`src/bsc_pkg.sv`:
```
package bsc_pkg;

    // item field widths
    localparam int RAW_W   = 24;
    localparam int COEF_W  = 16;
    localparam int TEMP_W  = 15;
    localparam int PRESS_W = 17;
    localparam int S_DATA_W = 2 * RAW_W;
    localparam int M_DATA_W = TEMP_W + PRESS_W;

    // configuration port
    localparam int CFG_ADDR_W = 3;
    typedef enum logic [CFG_ADDR_W-1:0] {
        CFG_SENS     = 3'd0,
        CFG_OFF      = 3'd1,
        CFG_TCS      = 3'd2,
        CFG_TCO      = 3'd3,
        CFG_TREF     = 3'd4,
        CFG_TEMPSENS = 3'd5
    } cfg_idx_t;

    // pipeline depth and handshake control
    localparam int PIPE_STAGES = 11;
    typedef struct packed {
        logic [PIPE_STAGES-1:0] load;
        logic                   last_valid;
    } pipe_ctl_t;

    // internal widths, sized from the worst case of every coefficient
    localparam int DT_W    = 25;
    localparam int DT2_W   = 2 * DT_W;
    localparam int PROD_W  = 42;
    localparam int SQ_W    = 48;
    localparam int Q_W     = 19;
    localparam int Q2_W    = 2 * Q_W;
    localparam int OFF_W   = 40;
    localparam int T2_W    = 17;
    localparam int LO_W    = 36;
    localparam int CORR_W  = 39;
    localparam int SPLIT_W = 20;
    localparam int PPLO_W  = RAW_W + SPLIT_W;
    localparam int PPHI_W  = RAW_W + 1 + OFF_W - SPLIT_W;
    localparam int FULL_W  = 64;
    localparam int QUO_W   = 44;
    localparam int P_W     = 29;

    // scaling shifts of the compensation formulas
    localparam int TREF_SHIFT = 8;
    localparam int T_SHIFT    = 23;
    localparam int OFF_SHIFT  = 7;
    localparam int SENS_SHIFT = 8;
    localparam int OFF_BASE   = 16;
    localparam int SENS_BASE  = 15;
    localparam int T2_SHIFT   = 31;
    localparam int PROD_SHIFT = 21;
    localparam int P_SHIFT    = 15;

    // temperatures in hundredths, pressure in hundredths of mbar
    localparam int T_REF      = 2000;
    localparam int T_VLOW_OFS = 3500;
    localparam int T_LOW      = -4000;
    localparam int T_HIGH     = 8500;
    localparam int P_LOW      = 10000;
    localparam int P_HIGH     = 120000;

    localparam logic [RAW_W-1:0] RAW_ALL_ONES = '1;

endpackage

```
`src/bsc_pipe_ctl.sv`:
```
module bsc_pipe_ctl (
    input  logic                aclk,
    input  logic                aresetn,
    input  logic                in_valid,
    input  logic                out_ready,
    output logic                in_ready,
    output bsc_pkg::pipe_ctl_t  ctl
);
    import bsc_pkg::*;

    logic [PIPE_STAGES-1:0] vld_reg;
    logic [PIPE_STAGES-1:0] vld_next;
    logic [PIPE_STAGES-1:0] load;

    // a stage takes new data when it is empty or its content moves on
    always_comb begin
        load[PIPE_STAGES-1] = !vld_reg[PIPE_STAGES-1] || out_ready;
        for (int k = PIPE_STAGES - 2; k >= 0; k--) begin
            load[k] = !vld_reg[k] || load[k+1];
        end
    end

    always_comb begin
        vld_next = vld_reg;
        if (load[0]) begin
            vld_next[0] = in_valid;
        end
        for (int k = 1; k < PIPE_STAGES; k++) begin
            if (load[k]) begin
                vld_next[k] = vld_reg[k-1];
            end
        end
    end

    always_ff @(posedge aclk) begin
        if (!aresetn) begin
            vld_reg <= '0;
        end else begin
            vld_reg <= vld_next;
        end
    end

    assign in_ready       = load[0];
    assign ctl.load       = load;
    assign ctl.last_valid = vld_reg[PIPE_STAGES-1];

endmodule

```
`config.mk`:
```
export PLATFORM = sky130hd
export DESIGN_NAME = bsc_pipe_ctl
export DESIGN_NICKNAME = d
export VERILOG_FILES = /design/src/bsc_pkg.sv /design/src/bsc_pipe_ctl.sv
export SDC_FILE = /design/constraint.sdc
export NUM_CORES = 1
export LEC_CHECK = 0
export ABC_AREA = 1
export BUFFER_PORTS_ARGS = -buffer_cell sky130_fd_sc_hd__buf_4
export CAP_MARGIN = 10
export CORE_AREA = 2 2 39 41
export DETAILED_ROUTE_END_ITERATION = 7
export DIE_AREA = 0 0 41 43
export GPL_TIMING_DRIVEN = 0
export PLACE_DENSITY = 0.58
export SLEW_MARGIN = 40
export SYNTH_ARGS = -nofsm -noshare
export SYNTH_HDL_FRONTEND = slang
export SYNTH_SLANG_ARGS = --single-unit
```
`constraint.sdc`:
```
create_clock -name aclk -period 1.5 [get_ports aclk]
set_input_delay 0.3 -clock aclk [delete_from_list [all_inputs] [get_ports aclk]]
set_output_delay 0.3 -clock aclk [all_outputs]
set_load 0.05 [all_outputs]
```
==> results.txt, run 1 <==
- The flow ran to the end, but the final reports show violations.
- Violated checks: negative setup slack
* Die Ht: about 43 um
- Clock slew at the register clock pins of the worst setup and hold paths: ~0.06 ns
* Tcrit/Tclk final: 1.199
- On the critical path, the stage with the largest delay is an instance of dfxtp_4.
- Signal arrival time at the worst endpoint: 1.50 ns
- Bufs and invs on worst path: 2
* Critical Path Stages: 7
- Of the post-synthesis cell area, the dominant cell type holds 0.4875.
- Endpoints failing setup: 9
- H-tree lvl count: 1
- Post-route ant nets: 0
* Std-Cell Core Area: ~0.0014 mm^2
* Diodes inserted: 0
- STA puts the critical path data required time at between 1 and 1.5 ns.
- Compared with the post-synthesis result, the final layout area differs by 68.42%.
- Instance count along the most critical hold path: 3
* Period minus WS final: about 1.8 ns
- For this run, the slowest stage of the critical path takes roughly 0.36 ns.
- Counting stages on the worst path, the most repeated cell is nand4_4.
- First drt pass iteration count: 2
- Area of the die: ~0.0018 mm^2
* Max reg flops: 11
* Buffer cell driving the clock tree root: clkbuf_4
- Placed cell count: 83
- Setup repair after global routing missed its margin: yes
- Post-synthesis cell type with the largest combined area: dfxtp_1
* Routed wire length: 911 um
- The critical path in this run is classified as flip-flop to primary output.
- Average vias per placed instance: 4.333
* FMAX: between 0.5 and 0.6 GHz
- Among all flip-flop cells after synthesis, the most frequent one is dfxtp_1.
* Post-synthesis instance area: ~450 um^2
* Number of buffers added on ports: 16
- Smallest hold slack: about 0.28 ns
- Internal reg-to-reg setup slack: 0.21 ns
- Post-synthesis instance total: 51
- Final instance count without filler cells: 96
* Post-CTS Hold Buffers: 0
* Proportion of layout cells with a drive suffix above 1: 0.5250
- Across the run, the number of max-cap violations was 0.
- Total global routing track utilization: 0.1182
- The number of cells on the worst reg-to-reg path is 7.
- Dominant cell by count in the synthesized netlist: inv_1
- Entering global routing, the biggest net connects 11 pins.
- Core Rows: 14
- Setup total negative slack: -1.785 ns
* Final Slew Violations: 0
- Leading cell types by count after synthesis: inv_1 (13), dfxtp_1 (11), a21oi_1 (8)
* Leftover overflow at the end of global routing: 0
- Summed over all cells, the static leakage comes to approximately 0.33 nW.
- TritonCTS clock tree: yes
* Worst path top cell family by delay: simple AND/OR/NAND/NOR gates
- Walking the worst path, the cells encountered are nand4_4 > nor2_4 > nand4_4 > nor2_4 > nand4_4 > buf_8 > buf_8.
* CTS Buf Count: 3
- STA classifies the critical path startpoint as a flip-flop.
- The number of failing hold endpoints at the final stage came to 0.
- In the post-route analysis, the smallest setup slack over all paths is -0.2991 ns.
* Power per Cell Area: 675.5 mW/mm^2
* Async set-or-reset flop fraction in the synthesized netlist: 0
- Initial Utilization: 0.3264
* HPWL after detailed placement: roughly 620 um
- Insertion delay of the later-clocked pin in the worst-skew pair: around 0.26 ns
- Number of DRC markers in iteration 0: 3
- After synthesis, the netlist uses 13 different library cells.
- The first global-routing pass estimated about 1.4 mm of wire.
* Slew Limit Headroom: 0.6854
* Max Buffers Root-to-Sink: 2
- Post-Syn Nets: 55
- The worst setup path is captured at a primary output.
- At the pin with the least slew margin, the transition time is 0.4719 ns.
- The clock drives 11 sinks.
- Final net count: 85
* Residual DRC: 0
- Routed len/inst: roughly 9.5 um
* Number of top-level pins: 17
* Number of enable-type register cells in the synthesized netlist: 0
- The clock arrives with ~0.006 ns of skew.
- Of all nets on the critical path, the largest fanout is 3.
- Max VDD drop: approximately 0.00041 V
* Number of global-route vias before repair: 370
* GP Congestion: roughly 0.7
- The synthesized design contains 11 register bits.
- Filler cell count: ~140
- HP Class: primary input to flip-flop
* Die X: between 40 and 50 um
- The detailed router placed around 420 vias in this run.
- Measured on the finished design, the core utilization comes to 0.5497.
- Register area share after synthesis: 0.4875
* Number of warnings printed during yosys synthesis: 0
- Yosys attributes the largest share of cell area to dfxtp_1 (49%), inv_1 (11%), a21oi_1 (8.9%), nand4_2 (5.5%), nor2_4 (5.0%).
- Antenna violations before repair: 0
- Syn_area_per_cell: about 8.9 um^2
logic make-up after synthesis:
logic type / share of synthesized area
compound gates: 0.1080
buf+inv: 0.1496
flops: 0.4875
simple gates: 0.2548
worst register-to-register path, cell delays in order, from the launching register on:
cell	delay [ns]
dfxtp_4	0.36
nand4_4	0.12
nor2_4	0.13
nand4_4	0.10
nor2_4	0.14
nand4_4	0.11
buf_4	0.16
a21oi_2	0.10
final timing paths:
check | end | startpoint
hold / removal | vld_reg[10] | aresetn
setup reg to reg | vld_reg[0] | vld_reg[10]
setup / recovery | ctl[1] | vld_reg[10]
hold reg to reg | vld_reg[9] | vld_reg[8]
layout make-up:
| cell class | instances | area, um^2 | share of cell area |
|---|---|---|---|
| multi-input cells | 24 | 181.4 | 0.2385 |
| plain buffers | 3 | 26.28 | 0.03454 |
| clock buffers | 4 | 26.28 | 0.03454 |
| repair buffers | 25 | 229.0 | 0.3010 |
| inverters | 13 | 51.30 | 0.06743 |
| well taps | 16 | 20.02 | 0.02632 |
| flip-flops and latches | 11 | 226.5 | 0.2977 |
per-layer routing:
layer  track usage  up-vias  wire length (um)
met3       0.03141        2                62
li1              -      216                 -
met1        0.1279      186               378
met5             0        -                 0
met4        0.1000        0                19
met2        0.1781       12               450
report_power, final:
part	internal, W	switching, W	total (W)
logic	0.00000890	0.0000111	0.0000200
registers	0.000294	0.00000481	0.000299
clock network	0.000103	0.0000920	0.000195
total	0.000406	0.000108	0.000514
layout by cell type (no fill, tap or decap), drive strengths merged:
| cell type | Yosys | layout |
|---|---|---|
| a21oi | 9 | 9 |
| nand4 | 3 | 3 |
| inv | 13 | 13 |
| nor2 | 6 | 6 |
| clkbuf | 1 | 5 |
| nand2 | 3 | 3 |
| nand3 | 3 | 3 |
| buf | 2 | 27 |
| dfxtp | 11 | 11 |
per-stage QoR:
step,worst slack (ns),total power (W),area (um^2)
6_report,-0.2991,0.0005139,760.7
2_1_floorplan,-0.6376,0.0003184,483.0
3_5_place_dp,-0.3784,0.0003281,623.1
4_1_cts,-0.3089,0.0005224,730.7
5_1_grt,-0.3825,0.0005359,760.7
3_3_place_gp,-0.3551,0.0003277,623.1
timing repair:
action	CTS	global route
hold endpoints to repair	0	0
buffers inserted	7	2
pin swaps	3	0
resized for setup	8	5
setup endpoints to repair	8	9
(Power assumes the default switching activity.)
==> run 2, diff against run 1 <==
==> constraint.sdc (replaced) <==
create_clock -name aclk -period 1.5 [get_ports aclk]
set_input_delay 0.3 -clock aclk [delete_from_list [all_inputs] [get_ports aclk]]
set_output_delay 0.3 -clock aclk [all_outputs]
set_load 0.1 [all_outputs]
==> run 2 against run 1 <==
  * The run still ends with negative setup slack left
  * Final cell count increased by 2.1%
  * Non-clock buffer count increased by 2
  * Sequential cell count unchanged
  * Hold slack got worse by 0.0088 ns
  * Die area unchanged
  * First-iteration DRC count increased by 33%
  * Critical path type unchanged
  * Largest cell class unchanged
==> results.txt, run 2 (same netlist as run 1, synthesis figures left out) <==
- The number of antenna diodes in the final layout is 0.
- Final Slew Violations: 0
* # Max-Cap Violations: 0
- Setup total negative slack: -2.444 ns
- Antenna violations before repair: 0
- Top library cells by usage in the layout, fill and taps aside: buf_4 (14), inv_1 (12), buf_6 (11)
* GP Congestion: 0.7268
* Core Rows: 14
- Internal reg-to-reg setup slack: 0.22 ns
- After clock tree synthesis, the clock-pin slew on the worst setup and hold paths is around 0.070 ns.
- The first routing iteration left 4 violations.
- CTS Buf Count: 3
* Endpoints failing setup: 9
- Critical path cell sequence: nand4_4 > nor2_4 > nand4_4 > nor2_4 > nand4_4 > buf_12 > buf_12
- In this run the worst path has a maximum fanout of 3.
- The checks that failed: negative setup slack.
* Setup repair after global routing missed its margin: yes
- The run finished, with violations left.
- Area Overhead vs Synth: 81.16%
- HPWL after detailed placement: a little over 600 um
- H-tree lvl count: 1
- Final setup skew: ~0.0015 ns
- Once layout is complete, the utilization of the core stands at 0.5913.
- Routed len/inst: between 10 and 15 um
- Maximum number of pins on one net before global-route repair: 11
- Max VDD drop: around 0.00042 V
- Total global routing track utilization: 0.1482
- The die is around 41 um wide.
- Initial Utilization: 0.3264
- The critical path is of the flip-flop to primary output type.
- Number of global-route vias before repair: roughly 430
- The min-delay analysis places its worst path in the category primary input to flip-flop.
- Startpoint type of the worst setup path: flip-flop
* Residual DRC: 0
- Most common cell after layout, fill and taps aside: buf_4
- Leakage: between 0.3 and 0.4 nW
- The worst pin sits at a relative slew slack of 0.6929.
* Type of element capturing the critical path: primary output
* Endpoint required time on the critical path: approximately 1.2 ns
- Post-CTS Hold Buffers: 0
- Final-report hold violation count: 0
* Cell type with the highest occurrence count on the critical path: nand4_4
* Number of top-level pins: 17
* Period minus WS final: approximately 1.8 ns
- Routed wire length: 997 um
- Area of the die: 0.001763 mm^2
- Power per Cell Area: 634.0 mW/mm^2
* Final net count: slightly below 90
- Of the available clock period, the critical path in the final layout requires 1.217.
* CTS sink count: 11
- TritonCTS clock tree: yes
- For the worst setup path, the data arrival time is about 1.5 ns.
- Average vias per placed instance: 4.347
- In this run the standard cell core region covers around 0.0014 mm^2.
- FMAX: around 0.55 GHz
* Bufs and invs on worst path: 2
- The cell family contributing the most delay on the critical path is simple AND/OR/NAND/NOR gates.
- Worst path slowest cell: dfxtp_4
* Buffer cell driving the clock tree root: clkbuf_4
- In the final layout, the share of cells above drive strength 1 is 0.5244.
- Insertion delay of the later-clocked pin in the worst-skew pair: 0.26 ns
- Measured along the y axis, the die boundary spans ~43 um.
- On the worst path, the slowest cell contributes a delay of around 0.36 ns.
- Wire length of the first global-routing pass: around 1.7 mm
- The count of nets left with antenna violations once routing finished came out at 0.
- Min setup slack post-route: -0.3253 ns
* Total vias in the final route: 426
* Leftover overflow at the end of global routing: 0
- Tightest Pin Transition: around 0.46 ns
- The first TritonRoute pass finished after 4 iterations.
- Number of buffers added on ports: 16
* Max Buffers Root-to-Sink: 2
- Max reg flops: 11
## run 2: power by group
group	switching, W	leakage [nW]	total [W]	internal (W)
clock	0.0000966	0.0150	0.000199	0.000103
combinational	0.0000112	0.259	0.0000201	0.00000889
sequential	0.00000496	0.0910	0.000299	0.000294
total	0.000113	0.365	0.000519	0.000406
## run 2: cell type report
class	count	area, um^2
Multi-Input combinational cell	24	181.4
Timing Repair Buffer	27	281.5
Sequential cell	11	226.5
Clock buffer	4	26.28
Tap cell	16	20.02
Fill cell	137	565.5
Buffer	3	31.28
Inverter	13	51.30
## run 2: what timing repair did
action	4_1_cts	5_1_grt
resized for setup	19	2
pin swaps	5	0
setup endpoints to repair	9	10
setup buffers	11	0
## run 2: through the flow
| step | instances | hold slack (ns) | total power, W | area, um^2 | setup WS (ns) |
|---|---|---|---|---|---|
| floorplan | 51 | 0.4216 | 0.0003186 | 488.0 | -1.328 |
| global placement | 83 | 0.4605 | 0.0003281 | 628.1 | -0.4594 |
| detailed placement | 83 | 0.4652 | 0.0003283 | 628.1 | -0.4625 |
| CTS | 98 | 0.2683 | 0.0005265 | 810.8 | -0.3218 |
| global route | 98 | 0.2813 | 0.0005528 | 818.3 | -0.3995 |
| finish | 98 | 0.2674 | 0.0005188 | 818.3 | -0.3253 |
## run 2: per-layer routing
layer | GRT usage | routed length (um) | share of wire | up-vias
met5 | 0 | 0 | 0 | -
met3 | 0.03141 | 51 | 0.051 | 4
met1 | 0.1922 | 388 | 0.39 | 190
met2 | 0.2188 | 541 | 0.54 | 12
li1 | - | - | - | 220
met4 | 0.08000 | 16 | 0.016 | 0
## run 2: worst min-delay path: cells and delay by family
kind | cells | cell delay (ns)
AO/OA/AOI/OAI | 1 | 0.04
buffers and inverters | 2 | 0.15
## run 2: final timing paths
| path | from | to | cells past startpoint |
|---|---|---|---|
| worst max-delay path | vld_reg[10] | ctl[1] | 7 |
| worst min-delay path | aresetn | vld_reg[10] | 3 |
| worst max register to register | vld_reg[10] | vld_reg[0] | 7 |
| worst min register to register | vld_reg[8] | vld_reg[9] | 2 |
